<file path="src/rtl/core/ovn2d_pkg.sv">
// ----------------------------------------------------------------------------
// ovn2d_pkg
// Shared widths, register indexes and operation codes of the noise core.
// ----------------------------------------------------------------------------
`default_nettype none

package ovn2d_pkg;

  localparam int COORD_W    = 8;
  localparam int SEED_W     = 16;
  localparam int Q16_W      = 32;
  localparam int OCT_W      = 4;
  localparam int BIAS_W     = 11;
  localparam int CFG_IDX_W  = 1;
  localparam int CFG_DATA_W = 11;

  // divider geometry: 48-bit dividend, 32-bit divisor
  localparam int DIV_N_W    = 48;
  localparam int DIV_D_W    = 32;
  localparam int DIV_CNT_W  = $clog2(DIV_N_W + 1);

  // configuration register indexes
  localparam logic [CFG_IDX_W-1:0] REG_OCTAVE_COUNT = 1'd0;
  localparam logic [CFG_IDX_W-1:0] REG_BIAS         = 1'd1;

  // operation codes
  localparam logic OP_WRITE = 1'b0;
  localparam logic OP_QUERY = 1'b1;

  localparam logic [BIAS_W-1:0] BIAS_MIN      = 11'd51;
  localparam logic [BIAS_W-1:0] BIAS_RESET    = 11'd512;
  localparam logic [OCT_W-1:0]  OCT_RESET     = 4'd1;
  localparam logic [Q16_W-1:0]  ONE_Q16       = 32'h0001_0000;
  localparam logic [Q16_W-1:0]  Q16_MAX       = 32'hFFFF_FFFF;
  localparam logic [SEED_W-1:0] NOISE_MAX     = 16'hFFFF;

endpackage

`default_nettype wire

</file>
<file path="src/rtl/core/ovn2d_div.sv">
// ----------------------------------------------------------------------------
// ovn2d_div
// Restoring divider, one quotient bit per cycle; a new start aborts a running request.
// ----------------------------------------------------------------------------
`default_nettype none

module ovn2d_div (
  input  logic                          clk_i,
  input  logic                          rst_ni,
  input  logic                          start_i,
  input  logic [ovn2d_pkg::DIV_N_W-1:0] dividend_i,
  input  logic [ovn2d_pkg::DIV_D_W-1:0] divisor_i,
  output logic                          done_o,
  output logic [ovn2d_pkg::DIV_N_W-1:0] quotient_o
);
  import ovn2d_pkg::*;

  logic                 busy_q, busy_d;
  logic                 done_q, done_d;
  logic [DIV_CNT_W-1:0] cnt_q, cnt_d;
  logic [DIV_D_W-1:0]   rem_q, rem_d;
  logic [DIV_N_W-1:0]   quo_q, quo_d;
  logic [DIV_D_W-1:0]   dvs_q, dvs_d;
  logic [DIV_D_W:0]     shifted;
  logic [DIV_D_W+1:0]   diff;
  logic                 ge;

  // trial subtract
  assign shifted = {rem_q, quo_q[DIV_N_W-1]};
  assign diff    = {1'b0, shifted} - {2'b00, dvs_q};
  assign ge      = ~diff[DIV_D_W+1];

  always_comb begin
    busy_d = busy_q;
    done_d = 1'b0;
    cnt_d  = cnt_q;
    rem_d  = rem_q;
    quo_d  = quo_q;
    dvs_d  = dvs_q;
    if (start_i) begin
      busy_d = 1'b1;
      cnt_d  = DIV_CNT_W'(DIV_N_W);
      rem_d  = '0;
      quo_d  = dividend_i;
      dvs_d  = divisor_i;
    end else if (busy_q) begin
      rem_d = ge ? diff[DIV_D_W-1:0] : shifted[DIV_D_W-1:0];
      quo_d = {quo_q[DIV_N_W-2:0], ge};
      cnt_d = cnt_q - 1'b1;
      if (cnt_q == DIV_CNT_W'(1)) begin
        busy_d = 1'b0;
        done_d = 1'b1;
      end
    end
  end

  always_ff @(posedge clk_i or negedge rst_ni) begin
    if (!rst_ni) begin
      busy_q <= 1'b0;
      done_q <= 1'b0;
      cnt_q  <= '0;
    end else begin
      busy_q <= busy_d;
      done_q <= done_d;
      cnt_q  <= cnt_d;
    end
  end

  // datapath, no reset
  always_ff @(posedge clk_i) begin
    rem_q <= rem_d;
    quo_q <= quo_d;
    dvs_q <= dvs_d;
  end

  assign done_o     = done_q;
  assign quotient_o = quo_q;

endmodule

`default_nettype wire

</file>
<file path="config.mk">
export PLATFORM = sky130hd
export DESIGN_NAME = ovn2d_div
export DESIGN_NICKNAME = d
export VERILOG_FILES = /design/src/rtl/core/ovn2d_pkg.sv /design/src/rtl/core/ovn2d_div.sv
export SDC_FILE = /design/constraint.sdc
export NUM_CORES = 1
export LEC_CHECK = 0
export BUFFER_PORTS_ARGS = -buffer_cell sky130_fd_sc_hd__buf_2
export CAP_MARGIN = 25
export CELL_PAD_IN_SITES_DETAIL_PLACEMENT = 2
export CELL_PAD_IN_SITES_GLOBAL_PLACEMENT = 2
export CORE_MARGIN = 8
export CORE_UTILIZATION = 38
export DETAILED_ROUTE_END_ITERATION = 12
export MAX_ROUTING_LAYER = met4
export PLACE_DENSITY_LB_ADDON = 0.1
export SLEW_MARGIN = 20
export SYNTH_ARGS = -nofsm -noshare
export SYNTH_HDL_FRONTEND = slang
export SYNTH_SLANG_ARGS = --single-unit
</file>
<file path="constraint.sdc">
create_clock -name clk_i -period 5.3 [get_ports clk_i]
set_input_delay 0.265 -clock clk_i [delete_from_list [all_inputs] [get_ports clk_i]]
set_output_delay 0.265 -clock clk_i [all_outputs]
set_load 0.1 [all_outputs]
</file>
==> results of run 1 <==
-- sequential cells by signal, summed over array words and instances, names as in the netlist --
signal / count
dvs_q: 32
quotient_o: 48
rem_q: 32
done_o: 1
busy_q: 1
cnt_q: 6
-- metal layers --
metal  GRT usage  part of all wire  routed length [um]
met3      0.0645             0.057                1200
met1       0.223              0.42                8830
met5           -                 0                   0
met4      0.0530             0.013                 272
met2       0.347              0.51               10500
-- power by group through the flow --
stage	Sequential, mW	Clock [mW]	Combinational (mW)
after global routing	1.37	1.27	2.21
after floorplan	1.63	0	1.22
after CTS	1.34	1.24	2.01
after global placement	1.34	0	1.90
final	1.34	1.21	2.02
after detailed placement	1.35	0	1.96
-- worst max-delay path: stages (launching register included) --
cell and delay, ns:
edfxtp_1 0.41, inv_1 0.08, ha_1 0.20, inv_1 0.07, fa_1 0.44, a211oi_1 0.36
or4_4 0.20, a21oi_2 0.06, o31ai_1 0.43, a21oi_2 0.14, a21oi_1 0.23, mux2i_1 0.23
nand2_1 0.08, a311oi_1 0.32
-- cell usage in the layout (no fill, tap or decap), drive strengths merged, types with 20 or more instances in the layout --
cell         count
dfxtp           32
xnor2           20
ha              34
buf            134
nor2            31
edfxtp          80
inv             50
o21ai           29
mux2            47
a21oi           36
nand2           70
dlygate4sd3     22
-- how the worst min path moves through the flow --
stage	end	slack (ns)
floorplan	busy_q	-0.03
global route	dvs_q[9]	0.007
finish	dvs_q[21]	0.02
CTS	dvs_q[6]	0.0009
global placement	cnt_q[2]	0.12
detailed placement	cnt_q[3]	0.13
-- per-stage QoR --
step	setup WS, ns	instances
detailed placement	1.84	938
floorplan	2.02	608
global placement	2.02	938
global route	1.63	996
finish	1.92	996
CTS	1.75	991
-- timing repair --
item	4_1_cts	5_1_grt
hold buffers	21	1
endpoints found under the hold margin	28	1
gates resized for setup	0	0
buffers inserted	0	0
-- logic make-up after synthesis --
| logic type | count (synthesis) | share of synthesized area |
|---|---|---|
| muxes | 54 | 0.0908 |
| buffers and inverters | 70 | 0.0429 |
| and+or+nand+nor | 148 | 0.104 |
| DFF | 120 | 0.492 |
| AOI/OAI and AO/OA | 150 | 0.163 |
| adders and majority gates | 35 | 0.0675 |
| xor gates and xnor gates | 31 | 0.0412 |
-- layout make-up --
type                    instances  area, um^2  area share
diodes                          2        5.00    0.000603
clock buffers                  18         439      0.0529
clock inverters                14         164      0.0197
inverters                      43         161      0.0194
multi-input cells             418        3080       0.370
flip-flops and latches        120        3240       0.391
well taps                     225         282      0.0339
repair buffers                156         933       0.112
==> impl_results.md, run 1 <==
* Status: complete, no violations
* Max-cap violations at 0
* Hold Crit Start: divisor_i[21]
* Number of antenna violations at the first check in global routing at 2
* Total of warnings raised by yosys at 0
* Synth cell count leaders: 80 x edfxtp_1, 70 x nand2_1, 47 x mux2_2, 43 x inv_1
* Mean cell area of the mapped netlist at 10.9 um^2
* Total Die Area at roughly 22000 um^2
* PD cells at 550 nW/um^2
* Transition at the pin with the smallest max-transition slack at between 0.9 and 1 ns
* Wirelength, routed at ~21 mm
* Cell count after synthesis at 608
* Drt via density at 5.28
* Switching power as a share of total power at 0.425
* Number of nets in the final layout at 874
* Clock insertion delay at the later pin of the skew report at 0.43 ns
* Kind of capture point of the worst setup path: flop
* Die width at 148 um
* Worst flop-to-flop path startpoint: quotient_o[47]
* Final count of hold timing violations at 0
* Top area cells in the synthesized netlist: edfxtp_1 36%, dfxtp_1 9.7%, mux2_2 8.0%, ha_1 6.4%, nand2_1 4.0%
* Clock sink count at 120
* Aggregate global routing overflow at 0
* Leading register cell type out of synthesis: edfxtp_1
* Area growth, synth to finish at 25.9%
* Final core occ at 0.485
* Depth of the worst hold-timing path at 1
* Part of the total power dissipated in combinational logic at 0.442
* Min Clock Period, post-route at 3.38 ns
* Maximum count of clock buffers along a single path at 2
* Number of enable flip-flop cells after synthesis at 80
* Count of final setup violators at 0
* Clk slew on worst S/H paths at around 0.06 ns
* Initial DRC count at 198
* Pin count of the biggest net entering global routing at 72
* Largest vdd supply drop at between 0.2 and 0.3 mV
* GRT Util Overall at 0.202
* I/O pin count at 132
* Initial Util at 0.385
* Period utilization at 0.638
* Clock H-tree levels at 4
* Iteration count of the initial detailed-routing pass at 4
* Global-route wire length before repair at about 34 mm
* Sw power at 1.94 mW
* Post-DP HPWL at 14.6 mm
* Filler cell count at approximately 1800
* Relative contribution of the clock network to total power at 0.265
* Fraction of registers with async set/reset at 0.0667
* Max-slew violation count at 0
* Final weighted congestion in routability-driven placement at between 0.8 and 0.9
* Synth unique cells at 64
* Vias at 5262
* Beginning of the critical path: quotient_o[47]
* Cell type contributing the most total cell area after synthesis: edfxtp_1
* Fin area at 8300 um^2
* Sequential share of the synthesized area at 0.492
* Logic depth of the worst register-to-register path at 13
* Class of the tightest hold or removal check: in -> reg
* Routed wire per std cell at 20.9 um
* Die height at 148 um
* Remaining antenna violation count at 0
* CTS Buf Count at 17
* # port buffers at 131
* Endpoint arrival time on the critical path at between 3 and 4 ns
* Worst Path Required at 5.62 ns
* Layout cells sized above 1 at 0.298
* Highest achievable clock rate at 296 MHz
* Slew margin rel. at 0.352
* Leakage component of the power at roughly 3.6 nW
* Hold Slack at 0.0166 ns
* Detailed-route DRC error count at 0
* Internal at 2.63 mW
* Sequential power share at 0.293
* Setup crit end: rem_q[28]
* Number of global-route vias before repair at 6209
* Post-Route Setup TNS at 0 ns
* Power, Total at 4.57 mW
* Count leader, synth: edfxtp_1
* Reg2Reg Setup Slack at 1.92 ns
* Startpoint-to-endpoint class of the critical path: reg -> reg
* Fraction of synthesized cell area taken by the top area cell type at 0.364
* Syn nets at 726
* Count of standard-cell rows at 48
* Clock tree from TritonCTS: built
* Instance area after placement at 7430 um^2
* Element type at the critical path start: flop
* Flop and latch count out of synthesis at between 100 and 150
* Post-Route Skew at around 0.012 ns
* Endpoint of the lowest-slack register-to-register path: rem_q[28]
* Core outline area at ~17000 um^2
* Setup repair after global routing missed its margin: no
* CTS Root Buffer Type: clkbuf_16
* Area of the mapped netlist at 6600 um^2
* CP Max Fanout at 3
No activity file was read; power rests on OpenSTA's default activity.
==> run 2, diff against run 1 <==
- CORE_UTILIZATION: 38 -> 35
- clock period: 5.3 -> 3.4 ns (I/O delays scaled with it)
==> run 2 against run 1 <==
Against the previous run:
- worst hold slack better by 0.029 ns
- largest power group unchanged
- sequential share of layout area fell by 0.50 points
- fmax grew 11%
- utilization down 3.3 points
- count of clock-buffer cells in the layout stayed put
==> impl_results.md, run 2 (synthesized netlist as in run 1, its figures left out) <==
* Clock sink count at 120 (unchanged)
* Die width at 153 um (+3.7%)
* Largest vdd supply drop at 0.374 mV (+28%)
* Postcts setup bufs at 0 (unchanged)
* CTS Root Buffer Type: clkbuf_16
* Vias at 5286 (+0.46%)
* Final core occ at 0.453 (-0.0326)
* Relative contribution of the clock network to total power at 0.240 (-0.025)
* Transition at the pin with the smallest max-transition slack at 0.788 ns (-0.183 ns)
* Worst min-delay path endpoint: quotient_o[7]
* Detailed-route DRC error count at 0 (unchanged)
* Highest achievable clock rate at 328 MHz (+11%)
* Element type at the critical path start: flop
* Global-route wire length before repair at 31.9 mm (-5.2%)
* Internal at 3.94 mW (+50%)
* Clock insertion delay at the later pin of the skew report at 0.42 ns (about the same)
* GRT Util Overall at 0.177 (-0.0254)
* Wirelength, routed at 19.8 mm (-4.8%)
* Power, Total at 6.89 mW (+51%)
* Leakage component of the power at 3.62 nW (+0.96%)
* Sequential power share at 0.302 (+0.009)
* Number of global-route vias before repair at 5982 (-3.7%)
* Iteration count of the initial detailed-routing pass at 4 (unchanged)
* Max FFs per register at 48 (unchanged)
* Depth of the worst hold-timing path at 2 (+1)
* Beginning of the critical path: quotient_o[47]
* # port buffers at 131 (unchanged)
* Die height at 153 um (+3.7%)
* Post-route worst setup slack at 0.351 ns (-1.57 ns)
* Pin count of the biggest net entering global routing at 75 (+4.2%)
* Max-slew violation count at 0 (unchanged)
* Layout cells sized above 1 at 0.295 (-0.00300)
* CP Max Fanout at 3 (unchanged)
* Status: complete, no violations
* Logic depth of the worst register-to-register path at 13 (unchanged)
* Aggregate global routing overflow at 0 (unchanged)
* Fin area at 8410 um^2 (+1.3%)
* Filler cell count at 1893 (+6.2%)
* Drt via density at 5.17 (-2.1%)
* Remaining antenna violation count at 0 (unchanged)
* Instance area after placement at 7520 um^2 (+1.2%)
* Most common cell after layout, fill and taps aside: buf_2
* Area growth, synth to finish at 27.4%
* PD cells at 820 nW/um^2 (+49%)
* Core outline area at 18600 um^2 (+8.6%)
* Number of nets in the final layout at 892 (+2.1%)
* Kind of capture point of the worst setup path: flop
* Commonest cells after routing, fill and taps aside: 130 x buf_2, 80 x edfxtp_1, 70 x nand2_1
* Count of standard-cell rows at 50 (+4.2%)
* Initial Util at 0.355 (-0.0304)
* Reg2Reg Setup Slack at 0.35 ns (-1.57 ns)
* Maximum count of clock buffers along a single path at 2 (unchanged)
* I/O pin count at 132 (unchanged)
* Sw power at 2.96 mW (+52%)
* Worst flop-to-flop path startpoint: quotient_o[47]
* Post-DP HPWL at 14.4 mm (-1.5%)
* Footprint of the flip-flops and latches at 3240 um^2 (about the same)
* Endpoint arrival time on the critical path at 3.35 ns (-0.35 ns)
* Worst Path Required at 3.70 ns (-1.92 ns)
* Count of final setup violators at 0 (unchanged)
* Switching power as a share of total power at 0.429 (+0.00335)
* Part of the total power dissipated in combinational logic at 0.457 (+0.015)
* Clock H-tree levels at 4 (unchanged)
* Number of antenna violations at the first check in global routing at 1 (-1)
* Period utilization at 0.897 (+0.259)
* Class of the tightest hold or removal check: in -> reg
* Pre-CTS setup slack at 0.209 ns (-1.64 ns)
* Final weighted congestion in routability-driven placement at 0.813 (about the same)
* Post-Route Setup TNS at 0 ns (unchanged)
* Slew margin rel. at 0.474 (+0.121)
* Startpoint-to-endpoint class of the critical path: reg -> reg
* Clock tree from TritonCTS: built
* Setup repair after global routing missed its margin: no
* CTS Buf Count at 17 (unchanged)
* Hold Crit Start: dividend_i[7]
* Max-cap violations at 0 (unchanged)
* Routed wire per std cell at 19.4 um (-7.2%)
* Total Die Area at 23500 um^2 (+7.6%)
* Post-Route Skew at 0.0103 ns (-0.00194 ns)
* Min Clock Period, post-route at 3.05 ns (-0.332 ns)
* Endpoint of the lowest-slack register-to-register path: rem_q[30]
* Multi-input gate area at 3080 um^2 (about the same)
* Final count of hold timing violations at 0 (unchanged)
* Initial DRC count at 155 (-22%)
* Clk slew on worst S/H paths at 0.06 ns (about the same)
[run 2: cell types whose count changed in the layout (fill, tap and decap cells not counted), sizes merged]
cell,delta
dlygate4sd3,+11
buf,+7
clkinv,+3
inv,-3
bufinv,-2
clkinvlp,+2
diode,-1
[run 2: power by group through the flow]
| stage | clock network [mW] | registers [mW] | logic [mW] |
|---|---|---|---|
| after global routing | 1.77 | 2.13 | 3.45 |
| after global placement | 0 | 2.09 | 3.05 |
| after floorplan | 0 | 2.55 | 1.91 |
| after detailed placement | 0 | 2.11 | 3.13 |
| final | 1.66 | 2.08 | 3.15 |
| after CTS | 1.71 | 2.09 | 3.19 |
[run 2: timing repair]
item | CTS | global route
resized for setup | 0 | 1
setup endpoints to repair | 0 | 2
hold buffers | 33 | 0
endpoints found under the hold margin | 40 | 0
[run 2: how the worst max path moves through the flow]
stage                      to  slack, ns  depth (start not counted)
global placement    rem_q[30]       0.32                         13
global route        rem_q[30]       0.04                         13
floorplan           rem_q[30]       0.12                         13
detailed placement  rem_q[30]       0.21                         13
finish              rem_q[30]       0.35                         13
CTS                 rem_q[30]       0.19                         13
[run 2: cell type report]
class / count / share of cell area
Inverter: 43 / 0.0192
Clock buffer: 18 / 0.0510
Timing Repair Buffer: 174 / 0.131
Multi-Input combinational cell: 418 / 0.366
Clock inverter: 14 / 0.0121
Tap cell: 234 / 0.0348
Sequential cell: 120 / 0.386
Antenna cell: 1 / 0.000298
[run 2: critical path: stages (launching register included)]
cell and delay, ns:
edfxtp_1 0.41, inv_1 0.08, ha_1 0.17, inv_1 0.06
fa_1 0.42, a211oi_1 0.33, or4_4 0.19, a21oi_2 0.06
o31ai_2 0.35, a21oi_2 0.11, a221o_1 0.31, a21oi_1 0.18
xor2_1 0.15, o21ai_0 0.10
[run 2: stage by stage]
step | hold slack [ns] | cells
2_1_floorplan | -0.126 | 608
3_3_place_gp | 0.0228 | 955
3_5_place_dp | 0.0300 | 955
4_1_cts | 0.0265 | 1020
5_1_grt | 0.0269 | 1022
6_report | 0.0458 | 1022
[run 2: metal layers]
| metal | track usage | share of wire |
|---|---|---|
| met5 | - | 0 |
| met4 | 0.0500 | 0.012 |
| met3 | 0.0603 | 0.057 |
| met2 | 0.286 | 0.48 |
| met1 | 0.205 | 0.45 |
==> run 3, diff against run 2 <==
- REMOVE_ABC_BUFFERS: default -> 1
==> run 3 against run 2 <==
Against the previous run:
- clock power is 9.6% higher
- non-clock buffer count is 3 higher
- clock skew is 0.00060 ns higher
- combinational power hardly changed
- sequential share of layout area is 0.25 points lower
- first-iteration DRC count is 12% lower
- critical endpoint unchanged
- largest cell class unchanged
- largest power group unchanged
==> impl_results.md, run 3 (synthesized netlist as in run 1, its figures left out) <==
* Core outline area at 18600 um^2 (unchanged)
* Internal at 4.15 mW (+5.3%)
* Max-slew violation count at 0 (unchanged)
* Aggregate global routing overflow at 0 (unchanged)
* Kind of capture point of the worst setup path: flop
* Worst Path Required at 3.70 ns (about the same)
* Sw power at 2.91 mW (-1.7%)
* Post-Route Skew at 0.0109 ns (+0.000604 ns)
* Filler cell count at 1895 (+0.11%)
* CTS Buf Count at 17 (unchanged)
* Detailed-route DRC error count at 0 (unchanged)
* Initial DRC count at 137 (-12%)
* CTS Root Buffer Type: clkbuf_16
* Pre-CTS setup slack at 0.196 ns (-0.0135 ns)
* Count of final setup violators at 0 (unchanged)
* Most common cell after layout, fill and taps aside: buf_2
* Die height at 153 um (unchanged)
* Master of the slowest instance on the critical path: fa_1
* Setup repair after global routing missed its margin: no
* Post-route worst setup slack at 0.227 ns (-0.124 ns)
* Sequential power share at 0.295 (-0.007)
* Layout cells sized above 1 at 0.298 (+0.00306)
* Status: complete, no violations
* Slew margin rel. at 0.557 (+0.0835)
* Highest achievable clock rate at 315 MHz (-3.9%)
* Wirelength, routed at 20.1 mm (+1.3%)
* Endpoint arrival time on the critical path at 3.47 ns (+0.12 ns)
* Number of buffers and inverters on the critical path at 2 (unchanged)
* Placed Cells incl. Taps at 958 (+0.31%)
* Number of nets in the final layout at 895 (+0.34%)
* Instance area after placement at 7520 um^2 (about the same)
* Class of the tightest hold or removal check: in -> reg
* Hold Slack at 0.0503 ns (+0.00450 ns)
* Max FFs per register at 48 (unchanged)
* GRT Util Overall at 0.177 (+0.000684)
* Final weighted congestion in routability-driven placement at 0.799 (-1.6%)
* Commonest cells after routing, fill and taps aside: 130 x buf_2, 80 x edfxtp_1, 70 x nand2_1
* Fin area at 8460 um^2 (+0.64%)
* Clock sink count at 120 (unchanged)
* Number of antenna violations at the first check in global routing at 2 (+1)
* Initial Util at 0.355 (unchanged)
* Routed wire per std cell at 19.6 um (+1.0%)
* Area growth, synth to finish at 28.3%
* Largest vdd supply drop at 0.381 mV (+1.7%)
* Leakage component of the power at 3.66 nW (+1.1%)
* Element type at the critical path start: flop
* Cell chain of the critical path: inv_1, ha_1, inv_1, fa_1, a211oi_1, or4_4, a21oi_2, o31ai_2, a21oi_2, a221o_1, a21oi_1, xor2_1, o21ai_0
* Clk slew on worst S/H paths at 0.06 ns (about the same)
* Top delay family on crit path: compound AO/OA/AOI/OAI gates
* Pin count of the biggest net entering global routing at 49 (-35%)
* Clock tree from TritonCTS: built
* Vias at 5308 (+0.42%)
* Max-cap violations at 0 (unchanged)
* Clock H-tree levels at 4 (unchanged)
* Switching power as a share of total power at 0.412 (-0.0167)
* Total Die Area at 23500 um^2 (unchanged)
* Iteration count of the initial detailed-routing pass at 4 (unchanged)
* Critical Path Max Stage Delay at 0.45 ns (+0.03 ns)
* Period utilization at 0.933 (+0.0364)
* Part of the total power dissipated in combinational logic at 0.447 (-0.010)
* Count of standard-cell rows at 50 (unchanged)
* Number of global-route vias before repair at 6144 (+2.7%)
* Die width at 153 um (unchanged)
* I/O pin count at 132 (unchanged)
* Global-route wire length before repair at 32.3 mm (+1.3%)
* Clock insertion delay at the later pin of the skew report at 0.42 ns (about the same)
* Final cell count without fillers at 1025 (+0.29%)
* PD cells at 833 nW/um^2 (+1.7%)
* Transition at the pin with the smallest max-transition slack at 0.655 ns (-0.133 ns)
* Final count of hold timing violations at 0 (unchanged)
* CP Max Fanout at 3 (unchanged)
* Min Clock Period, post-route at 3.17 ns (+0.124 ns)
* Maximum count of clock buffers along a single path at 2 (unchanged)
* Postcts setup bufs at 0 (unchanged)
* Relative contribution of the clock network to total power at 0.258 (+0.018)
* Remaining antenna violation count at 0 (unchanged)
* # port buffers at 131 (unchanged)
* Final core occ at 0.455 (+0.00290)
* Startpoint-to-endpoint class of the critical path: reg -> reg
* Drt via density at 5.18 (+0.12%)
* Post-DP HPWL at 14.4 mm (+0.47%)
[run 3: cell types whose count changed in the layout (fill, tap and decap cells not counted), sizes merged]
cell,before,now
buf,141,144
bufinv,0,3
clkinvlp,3,2
diode,1,2
inv,47,44
[run 3: area by class of cell]
type,count,area [um^2],area share
clock inverters,13,155,0.0183
clock buffers,18,429,0.0507
inverters,43,161,0.0191
well taps,234,293,0.0346
multi-input cells,418,3080,0.364
flip-flops and latches,120,3240,0.383
diodes,2,5.00,0.000591
repair buffers,177,1100,0.130
[run 3: worst paths after layout]
check	endpoint	depth (start not counted)	slack, ns	startpoint
hold reg to reg	rem_q[21]	2	0.49	rem_q[21]
max in group asynchronous	cnt_q[2]	2	3.08	rst_ni
setup / recovery	rem_q[30]	13	0.23	quotient_o[47]
setup reg to reg	rem_q[30]	13	0.23	quotient_o[47]
hold / removal	quotient_o[26]	2	0.05	dividend_i[26]
min in group asynchronous	cnt_q[0]	2	0.14	rst_ni
[run 3: power groups by stage]
stage	Combinational, mW	Sequential (mW)	Clock [mW]
after CTS	3.19	2.09	1.88
after global routing	3.46	2.12	1.92
after global placement	3.03	2.09	0
after detailed placement	3.11	2.11	0
after floorplan	1.83	2.55	0
final	3.15	2.08	1.82
[run 3: through the flow]
stage	total power [mW]	TNS, ns
2_1_floorplan	4.38	-0.104
3_3_place_gp	5.12	0
3_5_place_dp	5.22	0
4_1_cts	7.15	0
5_1_grt	7.50	0
6_report	7.05	0
[run 3: metal layers]
metal	part of all wire	global-route usage	vias up
met2	0.49	0.294	126
met5	0	-	-
met4	0.019	0.0598	0
li1	-	-	2565
met3	0.062	0.0612	26
met1	0.43	0.196	2591
[run 3: repair_timing]
item,4_1_cts,5_1_grt
endpoints found under the setup margin,0,1
resized for setup,0,1
endpoints found under the hold margin,40,0
hold buffers,33,0
